==> config.mk <==
export PLATFORM = sky130hd
export DESIGN_NAME = pslb_cell
export DESIGN_NICKNAME = d
export VERILOG_FILES = /design/src/sv/pslb_pkg.sv /design/src/sv/pslb_cell.sv
export SDC_FILE = /design/constraint.sdc
export NUM_CORES = 1
export LEC_CHECK = 0
export ABC_AREA = 1
export ABC_CLOCK_PERIOD_IN_PS = 1000
export BUFFER_PORTS_ARGS = -buffer_cell sky130_fd_sc_hd__buf_2
export CORE_ASPECT_RATIO = 0.75
export CORE_MARGIN = 3
export CORE_UTILIZATION = 48
export DETAILED_ROUTE_END_ITERATION = 16
export GPL_TIMING_DRIVEN = 1
export HOLD_SLACK_MARGIN = 0.05
export PLACE_DENSITY = 0.81
export SYNTH_ARGS = -nofsm -noshare
export SYNTH_HDL_FRONTEND = slang
export SYNTH_SLANG_ARGS = --single-unit
export TNS_END_PERCENT = 50
==> constraint.sdc <==
create_clock -name clk -period 1 [get_ports clk]
set_input_delay 0.2 -clock clk [delete_from_list [all_inputs] [get_ports clk]]
set_output_delay 0.2 -clock clk [all_outputs]
set_load 0.02 [all_outputs]
==> src/sv/pslb_pkg.sv <==
// Shared constants and types of the per-source leaky bucket limiter.
package pslb_pkg;

    localparam int unsigned NUM_ENTRIES_DEF = 256;
    localparam int unsigned ADDR_W = 32;
    localparam int unsigned TIME_W = 32;
    localparam int unsigned BURST_W = 8;
    localparam int unsigned PERIOD_W = 16;
    localparam int unsigned IDX_W = 2;

    localparam logic [BURST_W-1:0] ADDR_BURST_RST = 8'd10;
    localparam logic [PERIOD_W-1:0] ADDR_PERIOD_RST = 16'd1000;
    localparam logic [BURST_W-1:0] GLOBAL_BURST_RST = 8'd10;
    localparam logic [PERIOD_W-1:0] GLOBAL_PERIOD_RST = 16'd100;

    localparam logic [IDX_W-1:0] REG_ADDR_BURST = 2'd0;
    localparam logic [IDX_W-1:0] REG_ADDR_PERIOD = 2'd1;
    localparam logic [IDX_W-1:0] REG_GLOBAL_BURST = 2'd2;
    localparam logic [IDX_W-1:0] REG_GLOBAL_PERIOD = 2'd3;

    localparam logic [1:0] VERDICT_OK = 2'd0;
    localparam logic [1:0] VERDICT_FULL = 2'd1;
    localparam logic [1:0] VERDICT_ADDR = 2'd2;
    localparam logic [1:0] VERDICT_SHARED = 2'd3;

    // One bucket entry as it travels along the cell row
    typedef struct packed {
        logic                valid;
        logic [ADDR_W-1:0]   addr;
        logic [TIME_W-1:0]   last_ms;
        logic [BURST_W-1:0]  count;
    } entry_t;

endpackage

==> src/sv/pslb_cell.sv <==
// One table cell: holds an entry and passes it to the next cell on rotate.
module pslb_cell
(
    input  logic              clk,
    input  logic              rst_n,
    input  logic              shift,
    input  pslb_pkg::entry_t  din,
    output pslb_pkg::entry_t  dout
);

    pslb_pkg::entry_t ent_reg;

    // Hold the entry, take the neighbor's on a rotate step
    always_ff @(posedge clk or negedge rst_n)
    begin
        if (!rst_n)
        begin
            ent_reg <= '0;
        end
        else if (shift)
        begin
            ent_reg <= din;
        end
    end

    assign dout = ent_reg;

endmodule

==> results.sh <==
export IMPL_status="finished, violations left"
export IMPL_violations="negative setup slack"
export IMPL_swShare=0.2888
export IMPL_min_period_over_period=1.111
export IMPL_fp_row_count=23
export IMPL_area_growth_pct=59.90
export IMPL_p_clk_frac=0.297
export IMPL_hold_violations=0
export IMPL_cp_required_ns=0.80
export IMPL_pwr_share_comb=0.231
export IMPL_startpoint="dout[25]"
export IMPL_internal_power_uw=5152
export IMPL_detailed_place_hpwl_um=5093
export IMPL_drive_gt1_frac=0.3815
export IMPL_min_period_ns=1.111
export IMPL_place_gp_congestion=0.7197
export IMPL_grt_total_usage=0.2512
export IMPL_cts_root_buffer="clkbuf_8"
export IMPL_max_freq_mhz=899.7
export IMPL_final_cell_mix="nand2_1 (219), buf_2 (91), dfrtp_1 (73)"
export IMPL_largest_register_ffs=73
export IMPL_htree_levels=3
export IMPL_grt_start_max_net_pins=41
export IMPL_ys_types=6
export IMPL_drv_cap=0
export IMPL_worstSetupPathType="reg2out"
export IMPL_slew_headroom=0.8629
export IMPL_clock_sinks=73
export IMPL_wire_per_inst_um=15.40
export IMPL_final_core_util=0.8130
export IMPL_irDropWorstVdd_mv=1.134
export IMPL_rr_startpoint="dout[19]"
export IMPL_cts_tree="built"
export IMPL_cp_buffers_inverters=1
export IMPL_switchingPower_uw=2092
export IMPL_crit_chain="buf_6"
export IMPL_pin_count=149
export IMPL_ys_ff_latch=73
export IMPL_syn_nets=384
export IMPL_die_width_um=93.88
export IMPL_holdWs_ns=0.06647
export IMPL_via_per_inst=4.778
export IMPL_wirelength_um=8826
export IMPL_fin_skew_ns=0
export IMPL_grt_pass1_wl_um=12870
export IMPL_worst_slew_pin_transition_ns=0.2056
export IMPL_grt_pass1_vias=2604
export IMPL_hold_class="in2reg"
export IMPL_clk_insertion_delay_late_ns=0.32
export IMPL_drtIter0Drc=173
export IMPL_ys_warn_count=0
export IMPL_port_buffers=148
export IMPL_power_density_nw_per_um2=1629
export IMPL_slowest_stage="dfrtp_1"
export IMPL_start_util=0.5085
export IMPL_critPathMaxStageDelay_ns=0.43
export IMPL_path_clk_slew_ns=0.08
export IMPL_dr_pass1_iters=4
export IMPL_layout_commonest_cell="nand2_1"
export IMPL_post_place_ws_ns=0.1132
export IMPL_rsz0062_at_grt="true"
export IMPL_crit_fanout=2
export IMPL_netlist_instances=308
export IMPL_dieArea_um2=6751
export IMPL_core_area_um2=5468
export IMPL_cts_buffers=9
export IMPL_p_seq_frac=0.472
export IMPL_min_from="din[9]"
export IMPL_setup_ws_ns=-0.1114
export IMPL_syn_area_um2=2780
export IMPL_diodes=0
export IMPL_fin_nets=570
export IMPL_vias=2738
export IMPL_overflow=0
export IMPL_critPathTopFamily="flip-flops"
export IMPL_finalMaxSlewViolations=0
export IMPL_post_route_drc_count=0
export IMPL_syn_avg_cell_area_um2=9.027
export IMPL_finalSetupViolations=73
export IMPL_die_h_um=71.91
export IMPL_grt_antenna_before_repair=0
export IMPL_cts_buffer_depth=2
export IMPL_cp_start_kind="register"
export IMPL_leakagePower_uw=0.002554
export IMPL_critPathArrivalTime_ns=0.91
export IMPL_antenna_left=0
export IMPL_worstSetupEndpointType="primary output"
export IMPL_ys_seq_area_frac=0.6571
[worst paths after layout]
kind	depth (start not counted)	end	slack, ns
worst min-delay path	3	dout[9]	0.07
min in group asynchronous	3	dout[54]	0.43
max in group asynchronous	3	dout[65]	0.37
worst max register to register	3	dout[19]	0.11
worst max-delay path	1	dout[25]	-0.11
worst min register to register	2	dout[49]	0.47
[routing by layer]
metal / global-route usage / wire length, µm
met3: 0.1067 / 812
met1: 0.3163 / 3550
met2: 0.3981 / 4400
met5: 0 / 0
met4: 0.08013 / 63
[power by group through the flow]
stage / logic (µW) / registers (µW) / clock network, µW
2_1_floorplan: 330 / 3730 / 0
3_3_place_gp: 1210 / 3400 / 0
3_5_place_dp: 1250 / 3410 / 0
4_1_cts: 1470 / 3390 / 2190
5_1_grt: 1800 / 3440 / 2330
6_report: 1670 / 3420 / 2150
[metrics by stage]
stage          area (µm²)  TNS, ns  std cells  power [µW]
4_1_cts              4175   -6.588        555        7047
5_1_grt              4446   -8.734        573        7576
3_3_place_gp         3607        0        522        4616
3_5_place_dp         3607        0        522        4655
2_1_floorplan        2780        0        308        4063
6_report             4446   -5.089        573        7244
[area by class of cell]
cell class / count / area [µm²]
flip-flops and latches: 73 / 1827
repair buffers: 190 / 1523
fillers: 315 / 1022
multi-input cells: 219 / 822.0
clock buffers: 11 / 131.4
well taps: 75 / 93.84
clock inverters: 4 / 45.04
inverters: 1 / 3.754
[cells in the mapped netlist]
| cell | n | area, µm² |
|---|---|---|
| nand2_1 | 219 | 822.0 |
| buf_6 | 8 | 90.09 |
| inv_2 | 1 | 3.750 |
| buf_4 | 1 | 7.510 |
| buf_2 | 6 | 30.03 |
| dfrtp_1 | 73 | 1827 |
[timing repair]
| action | 4_1_cts | 5_1_grt |
|---|---|---|
| endpoints found under the setup margin | 73 | 73 |
| gates resized for setup | 74 | 40 |
| buffers inserted | 8 | 14 |
| hold buffers | 10 | 4 |
| hold endpoints to repair | 82 | 4 |
[cell families (layout without fill, tap and decap cells)]
group | Yosys count | in the layout | share of synthesized area
buffers and inverters | 16 | 206 | 0.04726
flip-flops | 73 | 73 | 0.6571
AND/OR/NAND/NOR | 219 | 219 | 0.2957
No activity file was read; power rests on OpenSTA's default activity.
