$ cat src/sv/pslb_div.sv
// Restoring divider: 32-bit dividend by 16-bit divisor, one bit per cycle.
module pslb_div
(
    input  logic        clk,
    input  logic        rst_n,
    input  logic        start,
    input  logic [31:0] dividend,
    input  logic [15:0] divisor,
    output logic        busy,
    output logic [31:0] quot,
    output logic [15:0] rem
);

    logic [31:0] q_reg;
    logic [16:0] r_reg;
    logic [15:0] d_reg;
    logic [5:0]  cnt_reg;
    logic [16:0] trial;
    logic [16:0] sub;

    assign trial = {r_reg[15:0], q_reg[31]};
    assign sub = trial - {1'b0, d_reg};

    // Shift one quotient bit in per cycle
    always_ff @(posedge clk or negedge rst_n)
    begin
        if (!rst_n)
        begin
            cnt_reg <= '0;
        end
        else if (start)
        begin
            cnt_reg <= 6'd32;
        end
        else if (cnt_reg != 6'd0)
        begin
            cnt_reg <= cnt_reg - 6'd1;
        end
    end

    always_ff @(posedge clk)
    begin
        if (start)
        begin
            q_reg <= dividend;
            r_reg <= '0;
            d_reg <= (divisor == 16'd0) ? 16'd1 : divisor;
        end
        else if (cnt_reg != 6'd0)
        begin
            if (!sub[16])
            begin
                r_reg <= sub;
                q_reg <= {q_reg[30:0], 1'b1};
            end
            else
            begin
                r_reg <= trial;
                q_reg <= {q_reg[30:0], 1'b0};
            end
        end
    end

    assign busy = (cnt_reg != 6'd0);
    assign quot = q_reg;
    assign rem = r_reg[15:0];

endmodule

$ cat config.mk
export PLATFORM = sky130hd
export DESIGN_NAME = pslb_div
export DESIGN_NICKNAME = d
export VERILOG_FILES = /design/src/sv/pslb_div.sv
export SDC_FILE = /design/constraint.sdc
export NUM_CORES = 1
export LEC_CHECK = 0
export BUFFER_PORTS_ARGS = -buffer_cell sky130_fd_sc_hd__buf_2
export CORE_MARGIN = 4
export CORE_UTILIZATION = 37
export CTS_BUF_LIST = sky130_fd_sc_hd__clkbuf_4 sky130_fd_sc_hd__clkbuf_8
export DETAILED_ROUTE_END_ITERATION = 7
export GPL_TIMING_DRIVEN = 0
export PLACE_DENSITY_LB_ADDON = 0.1
export SLEW_MARGIN = 30
export SYNTH_ARGS = -nofsm -noshare
export SYNTH_HDL_FRONTEND = slang
export SYNTH_SLANG_ARGS = --single-unit
$ cat constraint.sdc
create_clock -name clk -period 3.3 [get_ports clk]
set_clock_uncertainty 0.1 [all_clocks]
set_input_delay 0.66 -clock clk [delete_from_list [all_inputs] [get_ports clk]]
set_output_delay 0.66 -clock clk [all_outputs]
set_load 0.1 [all_outputs]
==> results of run 1 <==
==> cells by family after synthesis <==
kind of cell    synth area share, %
simple gates                   10.7
xor+xnor                       3.21
buf+inv                        6.16
flops                          50.1
compound gates                 12.1
mux                            11.6
fa+ha+maj                      6.09
==> power groups by stage <==
stage	clock network (uW)	registers [uW]	logic [uW]
2_1_floorplan	0	2480	1060
3_5_place_dp	0	1360	2640
5_1_grt	836	1370	2800
4_1_cts	798	1340	2650
3_3_place_gp	0	1350	2620
6_report	770	1340	2640
==> layout by cell type (no fill, tap or decap), types with 3 or more instances in the layout <==
master	count
a211oi_1	12
a21o_1	3
a21oi_1	15
a31oi_1	3
and2_1	4
buf_2	99
clkbuf_1	20
clkbuf_8	13
dfrtp_1	6
dfxtp_1	12
dfxtp_2	4
edfxtp_1	48
ha_1	16
inv_1	21
mux2_2	31
mux2i_1	8
nand2_1	8
nor2_1	29
nor2b_1	3
nor3_1	5
nor4_1	4
o21ai_0	9
or3_1	5
xnor2_1	8
xor2_1	6
==> final cells by class <==
| type | count | area [sq um] |
|---|---|---|
| plain buffers | 26 | 149 |
| clock buffers | 10 | 131 |
| clock inverters | 6 | 86.3 |
| fillers | 969 | 5150 |
| inverters | 23 | 86.3 |
| multi-input cells | 215 | 1710 |
| flip-flops and latches | 70 | 1920 |
| well taps | 133 | 166 |
| repair buffers | 100 | 515 |
==> what timing repair did <==
item                                    CTS  global route
hold buffers                              0             0
endpoints found under the setup margin    1             1
gates resized for setup                   1             1
==> through the flow <==
step	hold WS, ns	util [%]	power, uW	cell area [sq um]	setup TNS (ns)
after global placement	0.399	45.6	3980	4520	-1.42
after floorplan	0.264	-	3540	3850	-0.00626
final	0.0251	48.0	4740	4760	0
after CTS	0.0103	48.0	4790	4760	0
after global routing	0.00860	48.0	5010	4760	0
after detailed placement	0.396	45.8	3990	4540	0
==> worst max-delay path by stage <==
| stage | depth (start not counted) | slack (ns) | from | end |
|---|---|---|---|---|
| final | 7 | 0.22 | cnt_reg[0]$_DFFE_PN0P_ | busy |
| after global routing | 7 | 0.004 | cnt_reg[0]$_DFFE_PN0P_ | busy |
| after CTS | 7 | 0.03 | cnt_reg[0]$_DFFE_PN0P_ | busy |
| after detailed placement | 7 | 0.18 | cnt_reg[0]$_DFFE_PN0P_ | busy |
| after global placement | 4 | -0.04 | start | quot[16]$_DFFE_PP_ |
| after floorplan | 10 | -0.006 | quot[31]$_DFFE_PP_ | r_reg[10]$_SDFFE_PP0P_ |
==> metal layers <==
layer	global-route usage [%]	part of all wire (%)	vias up
met1	22.2	48	1336
met2	23.8	47	49
met4	4.81	0.63	0
met5	0	0	-
li1	-	-	1446
met3	4.05	4.2	6
==> run summary, run 1 <==
Worst Path Required -> 2.54 ns
row count -> 36
P per Cell Area -> 996 nW/um^2
GPL Wtd Cong -> 0.782
Clock Sinks -> 70
RSZ-0062 raised after global routing -> false
end of the worst register-to-register path -> r_reg[8]$_SDFFE_PP0P_
Core Box Area -> 9910 sq um
Worst EP arrival -> 2.32 ns
gr ovfl total -> 0
Post-layout nets -> 514
number of synthesized flops with an enable pin -> 48
Slew HR -> 59.4%
Cell variety after synth -> 60
top post-synthesis cells by count -> edfxtp_1, mux2_2, nor2_1
Root Buffer -> clkbuf_8
Yosys top cell by area -> edfxtp_1
Seq cells post-synth -> 70
Setup-failing EPs final -> 0
Post-DP HPWL -> 6780 um
Place WS -> 0.179 ns
Sequential Power Share -> 28.2%
CTS H-tree depth -> 3
total die area -> 12000 sq um
Max Freq -> 325 MHz
worst reg2reg startpoint -> quot[31]$_DFFE_PP_
Async SR Flop Fraction -> 8.57%
worst setup margin -> 0.220 ns
slowest stage cell on the critical path -> buf_2
1st-iter DRT viols -> 140
latest clock arrival within the worst-skew pair -> 0.35 ns
post-CTS setup buffers -> 0
max incr delay on CP -> 0.53 ns
initial core utilization -> 38.5%
CP Capture Type -> primary output
CP max FO -> 10
clk buf depth -> 2
Syn Nets -> 403
ant diodes -> 0
Post-Place Cells -> 567
critical path type -> flip-flop to primary output
final non-filler cell total -> 583
drt pass-1 iters -> 4
syn avg cell area -> 11.4 sq um
top-count cell post-synth -> edfxtp_1
Avg Vias per Cell -> 4.87
Synth top area share -> 37.7%
vias in the first global route -> 2906
clock-pin slew on the worst setup and hold paths -> 0.08 ns
Fin. Hold Viols -> 0
CP delay by family, top -> buffers and inverters
CTS buffer count -> 9
Synth area leaders -> edfxtp_1, mux2_2, dfxtp_1
CP startpoint kind -> flip-flop
Max VDD drop -> 0.571 mV
I/O Buffers -> 99
reg2reg setup slack -> 0.29 ns
WL final -> 9020 um
prevailing post-synth register cell -> edfxtp_1
largest net degree at the start of global routing -> 25
post-synthesis sequential area ratio -> 50.1%
Lkg Pwr -> 0.00210 uW
initial antenna violation count -> 0
floorplan die height -> 110 um
Worst Path Buf+Inv -> 4
Synth Instances -> 334
outcome -> finished, final reports clean
Tcrit/Tclk final -> 93.3%
Sw Share -> 50.6%
Detail Route Antenna Nets -> 0
YS warnings -> 0
Largest register FFs -> 32
worst slew pin tran -> 0.609 ns
layout cells sized above 1 -> 38.2%
Clock power frac -> 16.2%
Comb power frac -> 55.6%
design internal power -> 2340 uW
Register-to-Register Path Depth -> 11
CTS tree -> built
fin crit period -> 3.08 ns
GR Util All Layers -> 15.7%
Syn Std Cell Area -> 3820 sq um
Hold Path Class -> input port to asynchronous set/reset pin
Max Cap Violations -> 0
routed length per placed instance -> 15.5 um
die width -> 110 um
I/O pins -> 100
first-pass GRT wire length -> 14500 um
# DRC -> 0
switching power -> 2400 uW
Max Slew Vio Count -> 0
via count -> 2837
Area Overhead vs Synth -> 24.7%
Cell Chain, Critical Path -> inv_1 > ha_1 > nand2_1 > nor3_2 > inv_2 > clkbuf_1 > buf_2
No activity file was read; power rests on OpenSTA's default activity.
==> run 2, diff against run 1 <==
- CELL_PAD_IN_SITES_DETAIL_PLACEMENT: not set -> 2
- CELL_PAD_IN_SITES_GLOBAL_PLACEMENT: not set -> 2
- CORE_UTILIZATION: 37 -> 35
- PLACE_DENSITY: not set -> 0.82
- PLACE_DENSITY_LB_ADDON: 0.1 -> not set
==> run 2 against run 1 <==
Against the previous run: sequential cell count did not move; largest cell class unchanged; clock power rose by 23%; highest routed layer unchanged; register-to-register slack got worse by 0.06 ns; setup slack improved by 0.0074 ns.
==> run summary, run 2 (same netlist as run 1, synthesis figures left out) <==
first-pass GRT wire length -> 19400 um
floorplan die height -> 112 um
Core Box Area -> 10500 sq um
clk buf depth -> 2
layout cells sized above 1 -> 38.5%
Detail Route Antenna Nets -> 0
slowest stage cell on the critical path -> o41a_1
outcome -> finished, final reports clean
Area Overhead vs Synth -> 25.8%
reg2reg setup slack -> 0.23 ns
vias in the first global route -> 3446
GPL Wtd Cong -> 0.765
I/O pins -> 100
Fill cells -> 1108
most common cell after layout, fill and taps aside -> buf_2
row count -> 37
Fin. Hold Viols -> 0
Largest register FFs -> 32
GR Util All Layers -> 19.7%
worst slew pin tran -> 0.806 ns
design internal power -> 2500 uW
Post-DP HPWL -> 9090 um
switching power -> 2560 uW
worst hold slack -> 0.00831 ns
Slew HR -> 46.1%
Cell Chain, Critical Path -> inv_1 > ha_2 > fa_2 > nand2b_4 > a21oi_4 > o41a_1 > nor3_2 > o311a_4 > buf_6 > nor3_1 > a311o_1
Lkg Pwr -> 0.00212 uW
largest net degree at the start of global routing -> 34
total die area -> 12600 sq um
initial antenna violation count -> 0
Max Freq -> 325 MHz
CP startpoint kind -> flip-flop
Root Buffer -> clkbuf_8
Worst EP arrival -> 3.21 ns
Setup-failing EPs final -> 0
Clock power frac -> 18.7%
initial core utilization -> 36.5%
CP max FO -> 10
critical path type -> flip-flop to flip-flop
Max Cap Violations -> 0
1st-iter DRT viols -> 97
Comb power frac -> 54.5%
routed length per placed instance -> 21.1 um
Sw Share -> 50.6%
Hold Path Class -> input port to asynchronous set/reset pin
latest clock arrival within the worst-skew pair -> 0.36 ns
clock-pin slew on the worst setup and hold paths -> 0.08 ns
Clock Sinks -> 70
gr ovfl total -> 0
Tcrit/Tclk final -> 93.1%
Worst Path Required -> 3.44 ns
Max Slew Vio Count -> 0
max incr delay on CP -> 0.41 ns
P per Cell Area -> 1050 nW/um^2
WL final -> 12300 um
die width -> 112 um
# DRC -> 0
CTS H-tree depth -> 3
RSZ-0062 raised after global routing -> false
I/O Buffers -> 99
Register-to-Register Path Depth -> 11
setup tns final -> 0 ns
Avg Vias per Cell -> 5.24
Max VDD drop -> 0.385 mV
commonest cells after routing, fill and taps aside -> buf_2, edfxtp_1, mux2_2, nor2_1, inv_1
CTS tree -> built
ant diodes -> 0
CTS buffer count -> 9
drt pass-1 iters -> 4
Post-layout nets -> 513
fin crit period -> 3.07 ns
end of the worst register-to-register path -> r_reg[8]$_SDFFE_PP0P_
Sequential Power Share -> 26.9%
CP Capture Type -> flip-flop
via count -> 3065
worst reg2reg startpoint -> quot[31]$_DFFE_PP_
## run 2: changes by cell type in the layout (fill, tap and decap cells not counted)
cell / previous run / this run
inv_2: 1 / 0
clkbuf_1: 20 / 19
clkinv_4: 2 / 1
clkbuf_2: 0 / 1
nor3_2: 2 / 1
buf_4: 1 / 2
buf_2: 99 / 98
clkinv_2: 1 / 2
bufinv_16: 2 / 4
buf_12: 1 / 0
clkinv_1: 2 / 1
nor3_4: 0 / 1
## run 2: power groups by stage
stage	clock network [uW]	registers [uW]	logic [uW]
6_report	945	1360	2760
5_1_grt	990	1390	2910
4_1_cts	957	1360	2760
3_5_place_dp	0	1380	2720
3_3_place_gp	0	1360	2620
2_1_floorplan	0	2480	1060
## run 2: per-layer routing
metal  track usage [%]  routed length [um]  vias to the layer above  share of wire (%)
met5                 0                   0                        -                  0
met2              37.3                6950                       41                 56
met1              22.4                4910                     1567                 40
met3              3.99                 288                       15                2.3
met4              5.05                 166                        0                1.3
li1                  -                   -                     1442                  -
## run 2: worst max path at each step
stage,startpoint,to
after floorplan,quot[31]$_DFFE_PP_,r_reg[10]$_SDFFE_PP0P_
after global placement,start,quot[9]$_DFFE_PP_
after detailed placement,cnt_reg[0]$_DFFE_PN0P_,busy
after CTS,cnt_reg[0]$_DFFE_PN0P_,busy
after global routing,quot[31]$_DFFE_PP_,r_reg[8]$_SDFFE_PP0P_
final,quot[31]$_DFFE_PP_,r_reg[8]$_SDFFE_PP0P_
## run 2: cell type report
| cell class | instances | area [sq um] | area share [%] |
|---|---|---|---|
| plain buffers | 26 | 150 | 3.13 |
| flip-flops and latches | 70 | 1920 | 39.9 |
| clock buffers | 10 | 131 | 2.74 |
| well taps | 136 | 170 | 3.54 |
| clock inverters | 6 | 134 | 2.79 |
| multi-input cells | 215 | 1720 | 35.7 |
| repair buffers | 99 | 498 | 10.4 |
| inverters | 23 | 87.6 | 1.82 |
## run 2: worst max-delay path, delay by kind of cell (launching register included)
| family | cells | cell delay [ns] |
|---|---|---|
| AOI/OAI and AO/OA | 4 | 1.13 |
| and+or+nand+nor | 3 | 0.62 |
| adders and majority gates | 2 | 0.40 |
| DFF | 1 | 0.39 |
| buffers and inverters | 2 | 0.29 |
## run 2: what timing repair did
action                                  CTS  global route
pin swaps                                 0             0
hold buffers                              0             0
setup buffers                             0             0
gates resized for setup                   3             3
endpoints found under the setup margin    1             1
endpoints found under the hold margin     0             0
## run 2: metrics by stage
stage | utilization [%] | power, uW | instance area (sq um) | instances | setup slack (ns)
CTS | 45.8 | 5080 | 4800 | 585 | 0.0459
global placement | 43.2 | 3980 | 4520 | 569 | 0.0894
floorplan | - | 3540 | 3850 | 334 | -0.00626
detailed placement | 43.2 | 4100 | 4520 | 569 | 0.0117
finish | 45.9 | 5060 | 4800 | 585 | 0.227
global route | 45.9 | 5300 | 4800 | 585 | 0.0833
==> run 3, diff against run 2 <==
- CORE_ASPECT_RATIO: not set -> 1.1
==> run 3 against run 2 <==
Against the previous run: wire length fell by 4.1%; core utilization fell by 1.2 points; highest routed layer unchanged; largest cell class unchanged; non-clock buffer count did not move.
==> run summary, run 3 (same netlist as run 1, synthesis figures left out) <==
clock-pin slew on the worst setup and hold paths -> 0.08 ns
M2 GR Usage -> 35.2%
Fill cells -> 1147
total die area -> 12600 sq um
Clock Sinks -> 70
Hold Buf Count CTS -> 0
outcome -> finished, final reports clean
Setup-failing EPs final -> 0
CP max FO -> 10
# DRC -> 0
Post-Place Cells -> 576
Max VDD drop -> 0.503 mV
Max Cap Violations -> 0
Slew HR -> 44.9%
clk buf depth -> 2
row count -> 39
1st-iter DRT viols -> 91
Max Freq -> 323 MHz
CTS H-tree depth -> 3
latest clock arrival within the worst-skew pair -> 0.35 ns
Tcrit/Tclk final -> 93.8%
via count -> 3011
M1 GR Usage -> 23.0%
Lkg Pwr -> 0.00208 uW
Most Crowded Layer GR -> met2
I/O Buffers -> 99
Avg Vias per Cell -> 5.09
die width -> 108 um
fin crit period -> 3.09 ns
gr ovfl total -> 0
setup tns final -> 0 ns
Worst Path Required -> 3.44 ns
Area Overhead vs Synth -> 23.4%
I/O pins -> 100
initial antenna violation count -> 0
Fin. Hold Viols -> 0
layout cells sized above 1 -> 38.1%
Root Buffer -> clkbuf_8
commonest cells after routing, fill and taps aside -> buf_2, edfxtp_1, mux2_2, nor2_1, inv_1
largest net degree at the start of global routing -> 34
routed length per placed instance -> 19.9 um
RSZ-0062 raised after global routing -> false
worst slew pin tran -> 0.824 ns
CP startpoint kind -> flip-flop
CP Capture Type -> flip-flop
Largest register FFs -> 32
WL final -> 11800 um
GPL Wtd Cong -> 0.806
critical path type -> flip-flop to flip-flop
P per Cell Area -> 998 nW/um^2
met3 usage -> 3.68%
drt pass-1 iters -> 4
Hold Path Class -> input port to asynchronous set/reset pin
GR Util All Layers -> 19.7%
CTS tree -> built
initial core utilization -> 36.2%
Max Slew Vio Count -> 0
ant diodes -> 0
first-pass GRT wire length -> 19100 um
Post-layout nets -> 513
final non-filler cell total -> 592
Detail Route Antenna Nets -> 0
most common cell after layout, fill and taps aside -> buf_2
floorplan die height -> 118 um
CTS buffer count -> 9
Core Box Area -> 10500 sq um
Post-DP HPWL -> 9250 um
Worst EP arrival -> 3.23 ns
vias in the first global route -> 3480
## run 3: changes by cell type in the layout (fill, tap and decap cells not counted), sizes merged
cell,delta
clkinv,+1
buf,-1
clkbuf,+4
bufinv,-4
## run 3: worst paths after layout
check / from / end / slack, ns / cells past startpoint
max: quot[31]$_DFFE_PP_ / r_reg[8]$_SDFFE_PP0P_ / 0.21 / 11
min: rst_n / cnt_reg[2]$_DFFE_PN0P_ / 0.02 / 1
max reg2reg: quot[31]$_DFFE_PP_ / r_reg[8]$_SDFFE_PP0P_ / 0.21 / 11
min reg2reg: r_reg[2]$_SDFFE_PP0P_ / r_reg[2]$_SDFFE_PP0P_ / 0.44 / 2
max in group asynchronous: rst_n / cnt_reg[5]$_DFFE_PN0P_ / 2.92 / 1
min in group clk: r_reg[2]$_SDFFE_PP0P_ / r_reg[2]$_SDFFE_PP0P_ / 0.44 / 2
## run 3: routing by layer
metal / vias up / part of all wire [%] / wire [um]
met5: - / 0 / 0
met4: 0 / 2.7 / 322
met3: 20 / 2.4 / 280
met2: 41 / 56 / 6580
met1: 1512 / 39 / 4620
li1: 1438 / - / -
## run 3: report_power, final
| part | switching, uW | leakage (uW) | internal, uW |
|---|---|---|---|
| Clock | 324 | 0.0000902 | 301 |
| Combinational | 1990 | 0.00128 | 729 |
| Sequential | 177 | 0.000702 | 1190 |
## run 3: area by class of cell
type	count	area [sq um]	share of cell area, %
buffer	26	150	3.19
clock buffer	13	154	3.27
clock inverter	3	12.5	0.265
inverter	23	87.6	1.86
multi-input combinational	215	1720	36.4
sequential	70	1920	40.7
tap	143	179	3.80
timing repair buffer	99	498	10.6
## run 3: critical path: stages, from the launching register on
cell,delay [ns]
edfxtp_1,0.40
inv_1,0.11
ha_2,0.20
fa_2,0.22
nand2b_4,0.15
a21oi_4,0.07
o41a_1,0.38
nor3_2,0.41
o311a_4,0.34
buf_6,0.19
nor3_1,0.08
a311o_1,0.33
## run 3: metrics by stage
stage,setup WS [ns],hold slack (ns),util (%),instance area (sq um),power [uW]
after floorplan,-0.00626,0.264,-,3850,3540
after global placement,0.0312,0.393,43.0,4530,3990
after detailed placement,-0.0454,0.397,43.0,4530,4090
after CTS,0.0846,0.00612,44.7,4710,4750
after global routing,0.0178,0.00261,44.7,4710,4990
final,0.206,0.0189,44.7,4710,4710
## run 3: timing repair
action                                  in CTS  in global routing
pin swaps                                    0                  0
gates resized for setup                      3                  3
endpoints found under the setup margin       1                  1
buffers inserted                             0                  0
